### src/prat_pkg.sv
`default_nettype none

package prat_pkg;

    // Item commands.
    localparam logic [1:0] CMD_SAMPLE = 2'd0;
    localparam logic [1:0] CMD_INIT   = 2'd1;
    localparam logic [1:0] CMD_TUNE   = 2'd2;

    // Register indexes on the configuration port.
    localparam logic [2:0] CFG_GAIN_P  = 3'd0;
    localparam logic [2:0] CFG_GAIN_I  = 3'd1;
    localparam logic [2:0] CFG_GAIN_D  = 3'd2;
    localparam logic [2:0] CFG_REVERSE = 3'd3;
    localparam logic [2:0] CFG_BAND    = 3'd4;
    localparam logic [2:0] CFG_UPPER   = 3'd5;
    localparam logic [2:0] CFG_LOWER   = 3'd6;

    // Relay autotune phases.
    localparam logic [2:0] PH_WAIT_BELOW1 = 3'd0;
    localparam logic [2:0] PH_WAIT_ABOVE1 = 3'd1;
    localparam logic [2:0] PH_WAIT_BELOW2 = 3'd2;
    localparam logic [2:0] PH_TRACK_MIN   = 3'd3;
    localparam logic [2:0] PH_TRACK_MAX   = 3'd4;
    localparam logic [2:0] PH_WAIT_END    = 3'd5;

    localparam logic [9:0]  GAIN_MAX  = 10'd999;
    localparam logic [9:0]  GAIN_MIN  = 10'd1;
    localparam logic [9:0]  DRIVE_MAX = 10'd1000;
    localparam logic [15:0] TICK_STEP = 16'd5;
    // 2400/pi in Q8, and twenty times that for the integral gain.
    localparam logic [17:0] K_Q8      = 18'd195570;
    localparam logic [21:0] KI_NUM    = 22'd3911400;
    localparam logic [6:0]  KD_SCALE  = 7'd80;

    typedef enum logic [4:0] {
        S_IDLE,
        S_ERR,
        S_INTEG,
        S_MUL_P,
        S_MUL_I,
        S_MUL_D,
        S_SUM_D,
        S_CLAMP,
        S_TUNE,
        S_FIN,
        S_T_MA,
        S_T_MB,
        S_T_MC,
        S_T_MD,
        S_DP_WAIT,
        S_DI_GO,
        S_DI_WAIT,
        S_DD_GO,
        S_DD_WAIT,
        S_FIN_END,
        S_OUT
    } state_t;

endpackage

`default_nettype wire

### src/pid_position_with_relay_autotune.sv
`default_nettype none

// Positional PID controller with relay autotune. Each item carries a command, a
// setpoint and a measurement and returns one result: the drive (0..1000), the tuning
// flags and the gains in use. All arithmetic runs through one shared multiplier and an
// accumulator under a small sequencer, and the block takes no item until the result
// has been taken. A control sample steps through error, integral, the P, I and D
// products, sum and clamp; init, ignored and ordinary tuning items skip that work. The
// item that ends autotune works the gains out, where amplitude and period allow, with
// a shared restoring divider that produces one quotient bit per cycle. Configuration
// writes are accepted at any time but must only be issued while the block is idle.
module pid_position_with_relay_autotune
    import prat_pkg::*;
(
    input  wire logic               clk,
    input  wire logic               rst_n,
    input  wire logic               sample_valid,
    output logic                    sample_stall,
    input  wire logic [1:0]         cmd,
    input  wire logic signed [15:0] setpoint,
    input  wire logic signed [15:0] measured,
    output logic                    result_valid,
    input  wire logic               result_stall,
    output logic [9:0]              drive,
    output logic                    tuning,
    output logic                    tune_done,
    output logic [9:0]              cur_kp,
    output logic [9:0]              cur_ki,
    output logic [9:0]              cur_kd,
    input  wire logic               cfg_valid,
    output logic                    cfg_ready,
    input  wire logic [2:0]         cfg_index,
    input  wire logic [11:0]        cfg_data
);

    state_t state_reg, state_next;

    // Configuration.
    logic [9:0]         gp_init_reg, gi_init_reg, gd_init_reg;
    logic               reverse_reg;
    logic [9:0]         band_reg;
    logic signed [11:0] upper_reg, lower_reg;

    // Loop state.
    logic [9:0]         gain_p_reg, gain_i_reg, gain_d_reg;
    logic signed [17:0] prev_err_reg;
    logic signed [11:0] integ_reg;
    logic [9:0]         drive_reg;
    logic               tune_active_reg;
    logic               done_reg;
    logic [2:0]         phase_reg;
    logic [15:0]        tick_reg, ct_low_reg, ct_high_reg;
    logic signed [15:0] min_reg, max_reg;
    logic               min_valid_reg, max_valid_reg;

    // Per-item working registers.
    logic [1:0]         cmd_reg;
    logic signed [15:0] sp_reg, ms_reg;
    logic signed [17:0] err_reg;
    logic signed [38:0] prod_reg;
    logic signed [29:0] sum_reg;
    logic [15:0]        am_reg, dm_reg;
    logic               neg_a_reg, neg_d_reg, d_zero_reg;
    logic [39:0]        den_i_reg;
    logic [33:0]        num_d_reg;
    logic [30:0]        den_d_reg;

    // Shared multiplier.
    logic signed [19:0] mul_a;
    logic signed [18:0] mul_b;
    logic signed [38:0] mul_p;

    logic               div_start;
    logic [33:0]        div_num;
    logic [39:0]        div_den;
    logic               div_done;
    logic [9:0]         div_q;

    logic signed [16:0] diff17;
    logic signed [17:0] err_new;
    logic [17:0]        err_mag;
    logic signed [12:0] acc13;
    logic signed [12:0] acc_up;
    logic signed [11:0] acc_final;
    logic               below;
    logic [15:0]        tick_inc;
    logic signed [16:0] amp, per;
    logic               neg_any;

    assign diff17  = 17'(sp_reg) - 17'(ms_reg);
    assign err_new = reverse_reg ? -18'(diff17) : 18'(diff17);
    assign err_mag = err_reg[17] ? 18'(-err_reg) : 18'(err_reg);

    always_comb
    begin
        if (err_mag <= {8'b0, band_reg})
        begin
            acc13 = 13'(integ_reg) + 13'($signed(err_reg[11:0]));
        end
        else
        begin
            acc13 = 13'sd0;
        end
        acc_up = (acc13 > 13'(upper_reg)) ? 13'(upper_reg) : acc13;
        acc_final = (acc_up < 13'(lower_reg)) ? lower_reg : acc_up[11:0];
    end

    assign below    = ms_reg < sp_reg;
    assign tick_inc = tick_reg + TICK_STEP;
    assign amp      = (max_valid_reg ? 17'(max_reg) : 17'sd0)
                    - (min_valid_reg ? 17'(min_reg) : 17'sd0);
    assign per      = $signed({1'b0, ct_high_reg}) - $signed({1'b0, ct_low_reg});
    assign neg_any  = neg_a_reg ^ neg_d_reg;

    always_comb
    begin
        mul_a = 20'sd0;
        mul_b = 19'sd0;
        case (state_reg)
            S_MUL_P:
            begin
                mul_a = $signed({10'b0, gain_p_reg});
                mul_b = 19'(err_reg);
            end
            S_MUL_I:
            begin
                mul_a = $signed({10'b0, gain_i_reg});
                mul_b = 19'(integ_reg);
            end
            S_MUL_D:
            begin
                mul_a = $signed({10'b0, gain_d_reg});
                mul_b = 19'(err_reg) - 19'(prev_err_reg);
            end
            S_T_MA:
            begin
                mul_a = $signed({4'b0, am_reg});
                mul_b = $signed({3'b0, dm_reg});
            end
            S_T_MB:
            begin
                mul_a = $signed({2'b0, K_Q8});
                mul_b = $signed({3'b0, dm_reg});
            end
            S_T_MC:
            begin
                mul_a = $signed({4'b0, am_reg});
                mul_b = $signed({12'b0, KD_SCALE});
            end
            default:
            begin
                mul_a = 20'sd0;
                mul_b = 19'sd0;
            end
        endcase
    end

    assign mul_p = 39'(mul_a) * 39'(mul_b);

    always_comb
    begin
        div_num = {16'b0, K_Q8};
        div_den = {16'b0, am_reg, 8'b0};
        case (state_reg)
            S_DI_GO:
            begin
                div_num = {12'b0, KI_NUM};
                div_den = den_i_reg;
            end
            S_DD_GO:
            begin
                div_num = num_d_reg;
                div_den = {9'b0, den_d_reg};
            end
            default:
            begin
                div_num = {16'b0, K_Q8};
                div_den = {16'b0, am_reg, 8'b0};
            end
        endcase
    end

    prat_div u_div (
        .clk   (clk),
        .rst_n (rst_n),
        .start (div_start),
        .num   (div_num),
        .den   (div_den),
        .done  (div_done),
        .q     (div_q)
    );

    always_ff @(posedge clk or negedge rst_n)
    begin
        if (!rst_n)
        begin
            state_reg <= S_IDLE;
        end
        else
        begin
            state_reg <= state_next;
        end
    end

    always_comb
    begin
        state_next = state_reg;
        div_start  = 1'b0;
        case (state_reg)
            S_IDLE:
            begin
                if (sample_valid)
                begin
                    state_next = S_ERR;
                end
            end
            S_ERR:
            begin
                if (cmd_reg == CMD_SAMPLE || cmd_reg == CMD_TUNE)
                begin
                    if (tune_active_reg || cmd_reg == CMD_TUNE)
                    begin
                        state_next = S_TUNE;
                    end
                    else
                    begin
                        state_next = S_INTEG;
                    end
                end
                else
                begin
                    state_next = S_OUT;
                end
            end
            S_INTEG:   state_next = S_MUL_P;
            S_MUL_P:   state_next = S_MUL_I;
            S_MUL_I:   state_next = S_MUL_D;
            S_MUL_D:   state_next = S_SUM_D;
            S_SUM_D:   state_next = S_CLAMP;
            S_CLAMP:   state_next = S_OUT;
            S_TUNE:
            begin
                if (phase_reg == PH_WAIT_END && !below)
                begin
                    state_next = S_FIN;
                end
                else
                begin
                    state_next = S_OUT;
                end
            end
            S_FIN:
            begin
                state_next = (amp == 17'sd0) ? S_FIN_END : S_T_MA;
            end
            S_T_MA:    state_next = S_T_MB;
            S_T_MB:    state_next = S_T_MC;
            S_T_MC:    state_next = S_T_MD;
            S_T_MD:
            begin
                div_start  = 1'b1;
                state_next = S_DP_WAIT;
            end
            S_DP_WAIT:
            begin
                if (div_done)
                begin
                    state_next = S_DI_GO;
                end
            end
            S_DI_GO:
            begin
                if (d_zero_reg)
                begin
                    state_next = S_DD_GO;
                end
                else
                begin
                    div_start  = 1'b1;
                    state_next = S_DI_WAIT;
                end
            end
            S_DI_WAIT:
            begin
                if (div_done)
                begin
                    state_next = S_DD_GO;
                end
            end
            S_DD_GO:
            begin
                if (d_zero_reg)
                begin
                    state_next = S_FIN_END;
                end
                else
                begin
                    div_start  = 1'b1;
                    state_next = S_DD_WAIT;
                end
            end
            S_DD_WAIT:
            begin
                if (div_done)
                begin
                    state_next = S_FIN_END;
                end
            end
            S_FIN_END: state_next = S_OUT;
            S_OUT:
            begin
                if (!result_stall)
                begin
                    state_next = S_IDLE;
                end
            end
            default:   state_next = S_IDLE;
        endcase
    end

    // Working registers; they have no reset.
    always_ff @(posedge clk)
    begin
        prod_reg <= mul_p;
        if (state_reg == S_IDLE && sample_valid)
        begin
            cmd_reg <= cmd;
            sp_reg  <= setpoint;
            ms_reg  <= measured;
        end
        case (state_reg)
            S_ERR:   err_reg <= err_new;
            S_INTEG: sum_reg <= 30'sd0;
            S_MUL_I, S_MUL_D, S_SUM_D: sum_reg <= sum_reg + prod_reg[29:0];
            S_FIN:
            begin
                am_reg     <= amp[16] ? 16'(-amp) : amp[15:0];
                dm_reg     <= per[16] ? 16'(-per) : per[15:0];
                neg_a_reg  <= amp[16];
                neg_d_reg  <= per[16];
                d_zero_reg <= (per == 17'sd0);
            end
            S_T_MB:  den_i_reg <= {prod_reg[31:0], 8'b0};
            S_T_MC:  num_d_reg <= prod_reg[33:0];
            S_T_MD:  den_d_reg <= {prod_reg[22:0], 8'b0};
            default:
            begin
                sum_reg <= sum_reg;
            end
        endcase
    end

    always_ff @(posedge clk or negedge rst_n)
    begin
        if (!rst_n)
        begin
            gp_init_reg     <= 10'd1;
            gi_init_reg     <= 10'd1;
            gd_init_reg     <= 10'd1;
            reverse_reg     <= 1'b0;
            band_reg        <= 10'd10;
            upper_reg       <= 12'sd1000;
            lower_reg       <= -12'sd100;
            gain_p_reg      <= 10'd0;
            gain_i_reg      <= 10'd0;
            gain_d_reg      <= 10'd0;
            prev_err_reg    <= 18'sd0;
            integ_reg       <= 12'sd0;
            drive_reg       <= 10'd0;
            tune_active_reg <= 1'b0;
            done_reg        <= 1'b0;
            phase_reg       <= PH_WAIT_BELOW1;
            tick_reg        <= 16'd0;
            ct_low_reg      <= 16'd0;
            ct_high_reg     <= 16'd0;
            min_reg         <= 16'sd0;
            max_reg         <= 16'sd0;
            min_valid_reg   <= 1'b0;
            max_valid_reg   <= 1'b0;
        end
        else
        begin
            if (cfg_valid)
            begin
                case (cfg_index)
                    CFG_GAIN_P:  gp_init_reg <= cfg_data[9:0];
                    CFG_GAIN_I:  gi_init_reg <= cfg_data[9:0];
                    CFG_GAIN_D:  gd_init_reg <= cfg_data[9:0];
                    CFG_REVERSE: reverse_reg <= cfg_data[0];
                    CFG_BAND:    band_reg    <= cfg_data[9:0];
                    CFG_UPPER:   upper_reg   <= $signed(cfg_data);
                    CFG_LOWER:   lower_reg   <= $signed(cfg_data);
                    default:     reverse_reg <= reverse_reg;
                endcase
            end

            case (state_reg)
                S_ERR:
                begin
                    done_reg <= 1'b0;
                    if (cmd_reg == CMD_INIT)
                    begin
                        gain_p_reg   <= gp_init_reg;
                        gain_i_reg   <= gi_init_reg;
                        gain_d_reg   <= gd_init_reg;
                        prev_err_reg <= 18'sd0;
                        integ_reg    <= 12'sd0;
                        drive_reg    <= 10'd0;
                    end
                    else if (cmd_reg == CMD_TUNE)
                    begin
                        tune_active_reg <= 1'b1;
                    end
                end
                S_INTEG: integ_reg <= acc_final;
                S_MUL_D: prev_err_reg <= err_reg;
                S_CLAMP:
                begin
                    if (sum_reg < 30'sd0)
                    begin
                        drive_reg <= 10'd0;
                    end
                    else if (sum_reg > 30'(DRIVE_MAX))
                    begin
                        drive_reg <= DRIVE_MAX;
                    end
                    else
                    begin
                        drive_reg <= sum_reg[9:0];
                    end
                end
                S_TUNE:
                begin
                    tick_reg  <= tick_inc;
                    drive_reg <= (err_reg > 18'sd0) ? DRIVE_MAX : 10'd0;
                    case (phase_reg)
                        PH_WAIT_BELOW1:
                        begin
                            if (below)
                            begin
                                phase_reg <= PH_WAIT_ABOVE1;
                            end
                        end
                        PH_WAIT_ABOVE1:
                        begin
                            if (!below)
                            begin
                                phase_reg <= PH_WAIT_BELOW2;
                            end
                        end
                        PH_WAIT_BELOW2:
                        begin
                            if (below)
                            begin
                                phase_reg <= PH_TRACK_MIN;
                            end
                        end
                        PH_TRACK_MIN:
                        begin
                            if (!below)
                            begin
                                phase_reg  <= PH_TRACK_MAX;
                                ct_low_reg <= tick_inc;
                            end
                            if (!min_valid_reg || ms_reg < min_reg)
                            begin
                                min_reg       <= ms_reg;
                                min_valid_reg <= 1'b1;
                            end
                        end
                        PH_TRACK_MAX:
                        begin
                            if (below)
                            begin
                                phase_reg   <= PH_WAIT_END;
                                ct_high_reg <= tick_inc;
                            end
                            if (!max_valid_reg || ms_reg > max_reg)
                            begin
                                max_reg       <= ms_reg;
                                max_valid_reg <= 1'b1;
                            end
                        end
                        default:
                        begin
                            phase_reg <= phase_reg;
                        end
                    endcase
                end
                S_FIN:
                begin
                    // Zero amplitude saturates all three gains.
                    if (amp == 17'sd0)
                    begin
                        gain_p_reg <= GAIN_MAX;
                        gain_i_reg <= GAIN_MAX;
                        gain_d_reg <= GAIN_MAX;
                    end
                end
                S_DP_WAIT:
                begin
                    if (div_done)
                    begin
                        gain_p_reg <= neg_a_reg ? GAIN_MIN : div_q;
                    end
                end
                S_DI_GO:
                begin
                    if (d_zero_reg)
                    begin
                        gain_i_reg <= neg_a_reg ? GAIN_MIN : GAIN_MAX;
                    end
                end
                S_DI_WAIT:
                begin
                    if (div_done)
                    begin
                        gain_i_reg <= neg_any ? GAIN_MIN : div_q;
                    end
                end
                S_DD_GO:
                begin
                    if (d_zero_reg)
                    begin
                        gain_d_reg <= GAIN_MIN;
                    end
                end
                S_DD_WAIT:
                begin
                    if (div_done)
                    begin
                        gain_d_reg <= neg_any ? GAIN_MIN : div_q;
                    end
                end
                S_FIN_END:
                begin
                    gp_init_reg     <= gain_p_reg;
                    gi_init_reg     <= gain_i_reg;
                    gd_init_reg     <= gain_d_reg;
                    done_reg        <= 1'b1;
                    tune_active_reg <= 1'b0;
                    phase_reg       <= PH_WAIT_BELOW1;
                    tick_reg        <= 16'd0;
                    ct_low_reg      <= 16'd0;
                    ct_high_reg     <= 16'd0;
                    min_reg         <= 16'sd0;
                    max_reg         <= 16'sd0;
                    min_valid_reg   <= 1'b0;
                    max_valid_reg   <= 1'b0;
                end
                default:
                begin
                    done_reg <= done_reg;
                end
            endcase
        end
    end

    assign sample_stall = (state_reg != S_IDLE);
    assign result_valid = (state_reg == S_OUT);
    assign cfg_ready    = 1'b1;
    assign drive        = drive_reg;
    assign tuning       = tune_active_reg;
    assign tune_done    = done_reg;
    assign cur_kp       = gain_p_reg;
    assign cur_ki       = gain_i_reg;
    assign cur_kd       = gain_d_reg;

    a_busy_while_result: assert property (@(posedge clk) disable iff (!rst_n)
        result_valid |-> sample_stall)
        else $error("item accepted while a result is pending");

    a_drive_range: assert property (@(posedge clk) disable iff (!rst_n)
        result_valid |-> drive <= DRIVE_MAX)
        else $error("drive above its clamp");

    a_done_ends_tune: assert property (@(posedge clk) disable iff (!rst_n)
        (result_valid && tune_done) |-> (!tuning && cur_kp != 10'd0 && cur_kd != 10'd0))
        else $error("autotune finished without tuned gains");

    a_div_only_when_tuning: assert property (@(posedge clk) disable iff (!rst_n)
        div_start |-> tune_active_reg)
        else $error("divider started outside autotune");

endmodule

`default_nettype wire

### src/prat_div.sv
`default_nettype none

// Restoring divider, one quotient bit per cycle, result clamped to 1..999.
module prat_div
    import prat_pkg::*;
(
    input  wire logic        clk,
    input  wire logic        rst_n,
    input  wire logic        start,
    input  wire logic [33:0] num,
    input  wire logic [39:0] den,
    output logic             done,
    output logic [9:0]       q
);

    logic [33:0] rem_reg;
    logic [49:0] dsh_reg;
    logic [10:0] qb_reg;
    logic [3:0]  cnt_reg;
    logic        run_reg;
    logic        done_reg;
    logic        ge;

    assign ge = {16'b0, rem_reg} >= dsh_reg;

    always_ff @(posedge clk or negedge rst_n)
    begin
        if (!rst_n)
        begin
            run_reg  <= 1'b0;
            done_reg <= 1'b0;
            cnt_reg  <= 4'd0;
        end
        else
        begin
            done_reg <= 1'b0;
            if (start)
            begin
                run_reg <= 1'b1;
                cnt_reg <= 4'd10;
            end
            else if (run_reg)
            begin
                cnt_reg <= cnt_reg - 4'd1;
                if (cnt_reg == 4'd0)
                begin
                    run_reg  <= 1'b0;
                    done_reg <= 1'b1;
                end
            end
        end
    end

    always_ff @(posedge clk)
    begin
        if (start)
        begin
            rem_reg <= num;
            dsh_reg <= {den, 10'b0};
            qb_reg  <= 11'd0;
        end
        else if (run_reg)
        begin
            if (ge)
            begin
                rem_reg <= rem_reg - dsh_reg[33:0];
            end
            qb_reg  <= {qb_reg[9:0], ge};
            dsh_reg <= {1'b0, dsh_reg[49:1]};
        end
    end

    // A set top bit means the quotient is 1024 or more.
    always_comb
    begin
        if (qb_reg[10] || qb_reg[9:0] >= GAIN_MAX)
        begin
            q = GAIN_MAX;
        end
        else if (qb_reg[9:0] <= GAIN_MIN)
        begin
            q = GAIN_MIN;
        end
        else
        begin
            q = qb_reg[9:0];
        end
    end

    assign done = done_reg;

endmodule

`default_nettype wire
### config.mk
export PLATFORM = sky130hd
export DESIGN_NAME = pid_position_with_relay_autotune
export DESIGN_NICKNAME = d
export VERILOG_FILES = /design/src/prat_pkg.sv /design/src/pid_position_with_relay_autotune.sv /design/src/prat_div.sv
export SDC_FILE = /design/constraint.sdc
export NUM_CORES = 2
export LEC_CHECK = 0
export BUFFER_PORTS_ARGS = -buffer_cell sky130_fd_sc_hd__buf_2
export CAP_MARGIN = 20
export CORE_MARGIN = 4
export CORE_UTILIZATION = 53
export DETAILED_ROUTE_END_ITERATION = 8
export GPL_TIMING_DRIVEN = 0
export MAX_ROUTING_LAYER = met4
export PLACE_DENSITY = 0.72
export RECOVER_POWER = 50
export SETUP_SLACK_MARGIN = 0.1
export SLEW_MARGIN = 20
export SYNTH_ARGS = -nofsm -noshare
export SYNTH_HDL_FRONTEND = slang
export SYNTH_SLANG_ARGS = --single-unit
### constraint.sdc
create_clock -name clk -period 27.5 [get_ports clk]
set_input_delay 5.5 -clock clk [delete_from_list [all_inputs] [get_ports clk]]
set_output_delay 5.5 -clock clk [all_outputs]
set_load 0.02 [all_outputs]
==> metrics.md <==
| Metric | Value |
|---|---|
| Outcome | finished with violations |
| Failing checks | capacitance limit, slew limit |
| Setup CP Type | flop to flop |
| Tmin final | approximately 12 ns |
| RSZ-0062 raised after global routing | false |
| Max reg flops | 50 |
| PortBufs | 97 |
| CP Capture Type | flop |
| Fill cells | 6,877 |
| Slew @ Worst Pin | between 2 and 3 ns |
| DP Wirelength | 96,410 um |
| P_sw | 0.4460 mW |
| Worst path depth | 35 |
| Initial core utilization | 0.5374 |
| Crit-path leading delay family | compound AO/OA/AOI/OAI gates |
| Row count | around 100 |
| DRC violations left | 0 |
| Clock sink count | between 500 and 600 |
| Detail Route Antenna Nets | 0 |
| Final setup TNS | 0 ns |
| Cell Pwr Density | roughly 40 mW/mm^2 |
| Clock power share | 0.444 |
| Initial DRC count | about 2.6k |
| Die width | between 200 and 300 um |
| Cell variety after synth | 86 |
| R2R Path Start | state_reg[4]$_DFFE_PN0P_ |
| YS warnings | 0 |
| Critical Path RT | roughly 28 ns |
| Slew headroom | -0.7279 |
| Commonest non-fill, non-tap cell in the layout | inv_1 |
| Largest cells by area after synthesis | edfxtp_1 20%, dfrtp_1 13%, fa_1 12% |
| Leak Pwr | a little over 20 nW |
| Die area | roughly 0.085 sq mm |
| Syn avg cell area | 9.725 sq um |
| H-tree levels | 2 |
| Post-synth top area share | 0.1971 |
| Share of cells above drive strength 1 | 0.07928 |
| Endpoints failing hold | 0 |
| Primary FF master, synth | edfxtp_1 |
| Area Growth Syn to Fin | 9.710% |
| Post-Syn Instances | between 4k and 5k |
| Hold_buf cts | 0 |
| Via count | 33.27k |
| Nets | 5,246 |
| CP peak stage delay | approximately 0.88 ns |
| Pins Over Slew Limit | roughly 140 |
| DRT Pass-1 Iters | 8 |
| Critical path fanouts, max | 10 |
| Worst Skew | 0.09428 ns |
| Final Core Density | 0.5896 |
| Setup violators final | 0 |
| Worst setup path start | state_reg[4]$_DFFE_PN0P_ |
| Worst flop-to-flop path endpoint | prod_reg[33]$_DFF_P_ |
| Largest net degree at the start of global routing | 97 |
| Max Cap Violations | 5 |
| VDD IR max | a little under 0.00005 V |
| Routed wire per std cell | 21.42 um |
| Bufs and invs on worst path | 9 |
| Drt total wl | roughly 120,000 um |
| Worst setup path endpoint | prod_reg[33]$_DFF_P_ |
| Cells on worst reg2reg path | 35 |
| Setup Fix Bufs, Post-CTS | 0 |
| Wire length of the first global-routing pass | 191,500 um |
| Sequential share of power | 0.487 |
| Most frequent cells in the layout | 540 x inv_1, 444 x nand2_1, 354 x ha_1 |
| TritonCTS buffer count | 60 |
| Final GP Congestion | between 1 and 1.5 |
| Slowest-stage cell, CP | a2111oi_0 |
| Post-synth top area cell | edfxtp_1 |
| WP data arrival | 12.88 ns |
| HP Class | flop to flop |
| Combinational share of power | 0.069 |
| Post-Syn Area | ~0.043 sq mm |
| Number of enable-type register cells in the synthesized netlist | 280 |
| Sw frac | 0.2325 |
| R2R Setup Slk | 15.12 ns |
| F_max | 0.08078 GHz |
| Final period util | 0.4501 |
| Tot GR Track Use | 0.2935 |
| Power Internal | around 1.5 mW |
| Startpoint type of the worst setup path | flop |
| N_diodes | 0 |
| Sequential fraction of the synthesis area | 0.3601 |
| Die Y | 291.7 um |
| Antenna violations before repair | 1 |
| Global route overflow | 0 |
| Clk buf depth | 3 |
| Root buf cell | clkbuf_16 |
| Critical Path Most Common Cell | fa_1 |
| Post_cts resized | 0 |
| Area of the multi-input gates | about 0.025 sq mm |
| #FFs+latches synth | between 500 and 600 |
| CTS tree | yes |
| Clock Latency Late Sink | about 0.68 ns |
| Clock transition at the registers of the reported paths | around 0.060 ns |
| Vias in the first global route | 33.47k |
| Post-synth ARST share | 0.4102 |
| Core area | between 0.07 and 0.08 sq mm |
| Sequential cell area | around 0.015 sq mm |
| Vias per std cell | roughly 6 |
| Total I/O pin count | 99 |
| Worst Hold Depth | 0 |
Yosys cell counts, drive strengths merged (10+ instances only):
| library cell | number |
|---|---|
| inv | 540 |
| nand2 | 444 |
| ha | 354 |
| nor2 | 341 |
| edfxtp | 280 |
| fa | 260 |
| o21ai | 250 |
| a21oi | 222 |
| dfrtp | 214 |
| xnor2 | 147 |
| clkbuf | 138 |
| mux2 | 98 |
| nand3 | 94 |
| nor3 | 73 |
| xor2 | 70 |
| a21o | 68 |
| mux2i | 65 |
| dfxtp | 55 |
| and2 | 52 |
| o21a | 50 |
| nand2b | 43 |
| a22o | 38 |
| nand4 | 34 |
| nor2b | 33 |
| o31ai | 31 |
| o21bai | 25 |
| or3 | 24 |
| a211oi | 23 |
| a22oi | 22 |
| buf | 22 |
| nor4 | 21 |
| and3 | 20 |
| dfstp | 19 |
| or2 | 19 |
| a31oi | 16 |
| o211ai | 16 |
| a221oi | 14 |
| a222oi | 13 |
| a221o | 12 |
| a2111oi | 10 |
per-stage QoR:
stage | power [mW] | std cells | hold WS [ns] | cell area [sq um] | worst slack [ns]
2_1_floorplan | 1.036 | 4398 | 0.3855 | 42710 | 17.90
4_1_cts | 1.930 | 5678 | 0.4149 | 46900 | 15.29
5_1_grt | 1.988 | 5679 | 0.4377 | 46810 | 14.57
3_5_place_dp | 1.081 | 5565 | 0.4003 | 44820 | 15.35
3_3_place_gp | 1.075 | 5545 | 0.4008 | 44510 | 15.15
6_report | 1.918 | 5679 | 0.4166 | 46810 | 15.12
kinds of logic (layout without fill, tap and decap cells):
kind of cell / after synthesis / count (layout) / share of synthesized area
xor gates and xnor gates: 217 / 217 / 0.04455
DFF: 568 / 568 / 0.3601
and+or+nand+nor: 1244 / 1244 / 0.1342
adders and majority gates: 614 / 614 / 0.2258
other: 2 / 13 / 0.0001760
AOI/OAI and AO/OA: 878 / 878 / 0.1318
buffers and inverters: 701 / 932 / 0.06223
muxes: 163 / 163 / 0.04120
final cells by class:
| class | count | area share |
|---|---|---|
| Multi-Input combinational cell | 3129 | 0.5282 |
| Sequential cell | 568 | 0.3282 |
| Inverter | 541 | 0.04338 |
| Clock buffer | 73 | 0.03376 |
| Tap cell | 1050 | 0.02807 |
| Timing Repair Buffer | 118 | 0.01425 |
| Buffer | 160 | 0.01334 |
| Clock inverter | 40 | 0.01077 |
power groups by stage:
stage / Sequential, mW / Combinational (mW) / Clock [mW]
after floorplan: 0.942 / 0.0941 / 0
after global placement: 0.949 / 0.126 / 0
after detailed placement: 0.950 / 0.131 / 0
after CTS: 0.933 / 0.133 / 0.864
after global routing: 0.936 / 0.151 / 0.901
final: 0.934 / 0.133 / 0.851
routing by layer:
metal  wire [um]  vias to the layer above  track usage
li1            -                    15450            -
met1       49820                    16190       0.3748
met2       56400                     1356       0.4681
met3        9769                      275      0.05233
met4        5660                        0       0.1158
met5           0                        -            -
worst min-delay path by stage:
stage                                     from                       to
after global placement    prod_reg[33]$_DFF_P_  num_d_reg[33]$_DFFE_PP_
after CTS                 prod_reg[33]$_DFF_P_  num_d_reg[33]$_DFFE_PP_
after global routing      prod_reg[33]$_DFF_P_  num_d_reg[33]$_DFFE_PP_
after detailed placement  prod_reg[33]$_DFF_P_  num_d_reg[33]$_DFFE_PP_
after floorplan           prod_reg[32]$_DFF_P_  num_d_reg[32]$_DFFE_PP_
final                     prod_reg[33]$_DFF_P_  num_d_reg[33]$_DFFE_PP_
(Power assumes the default switching activity.)
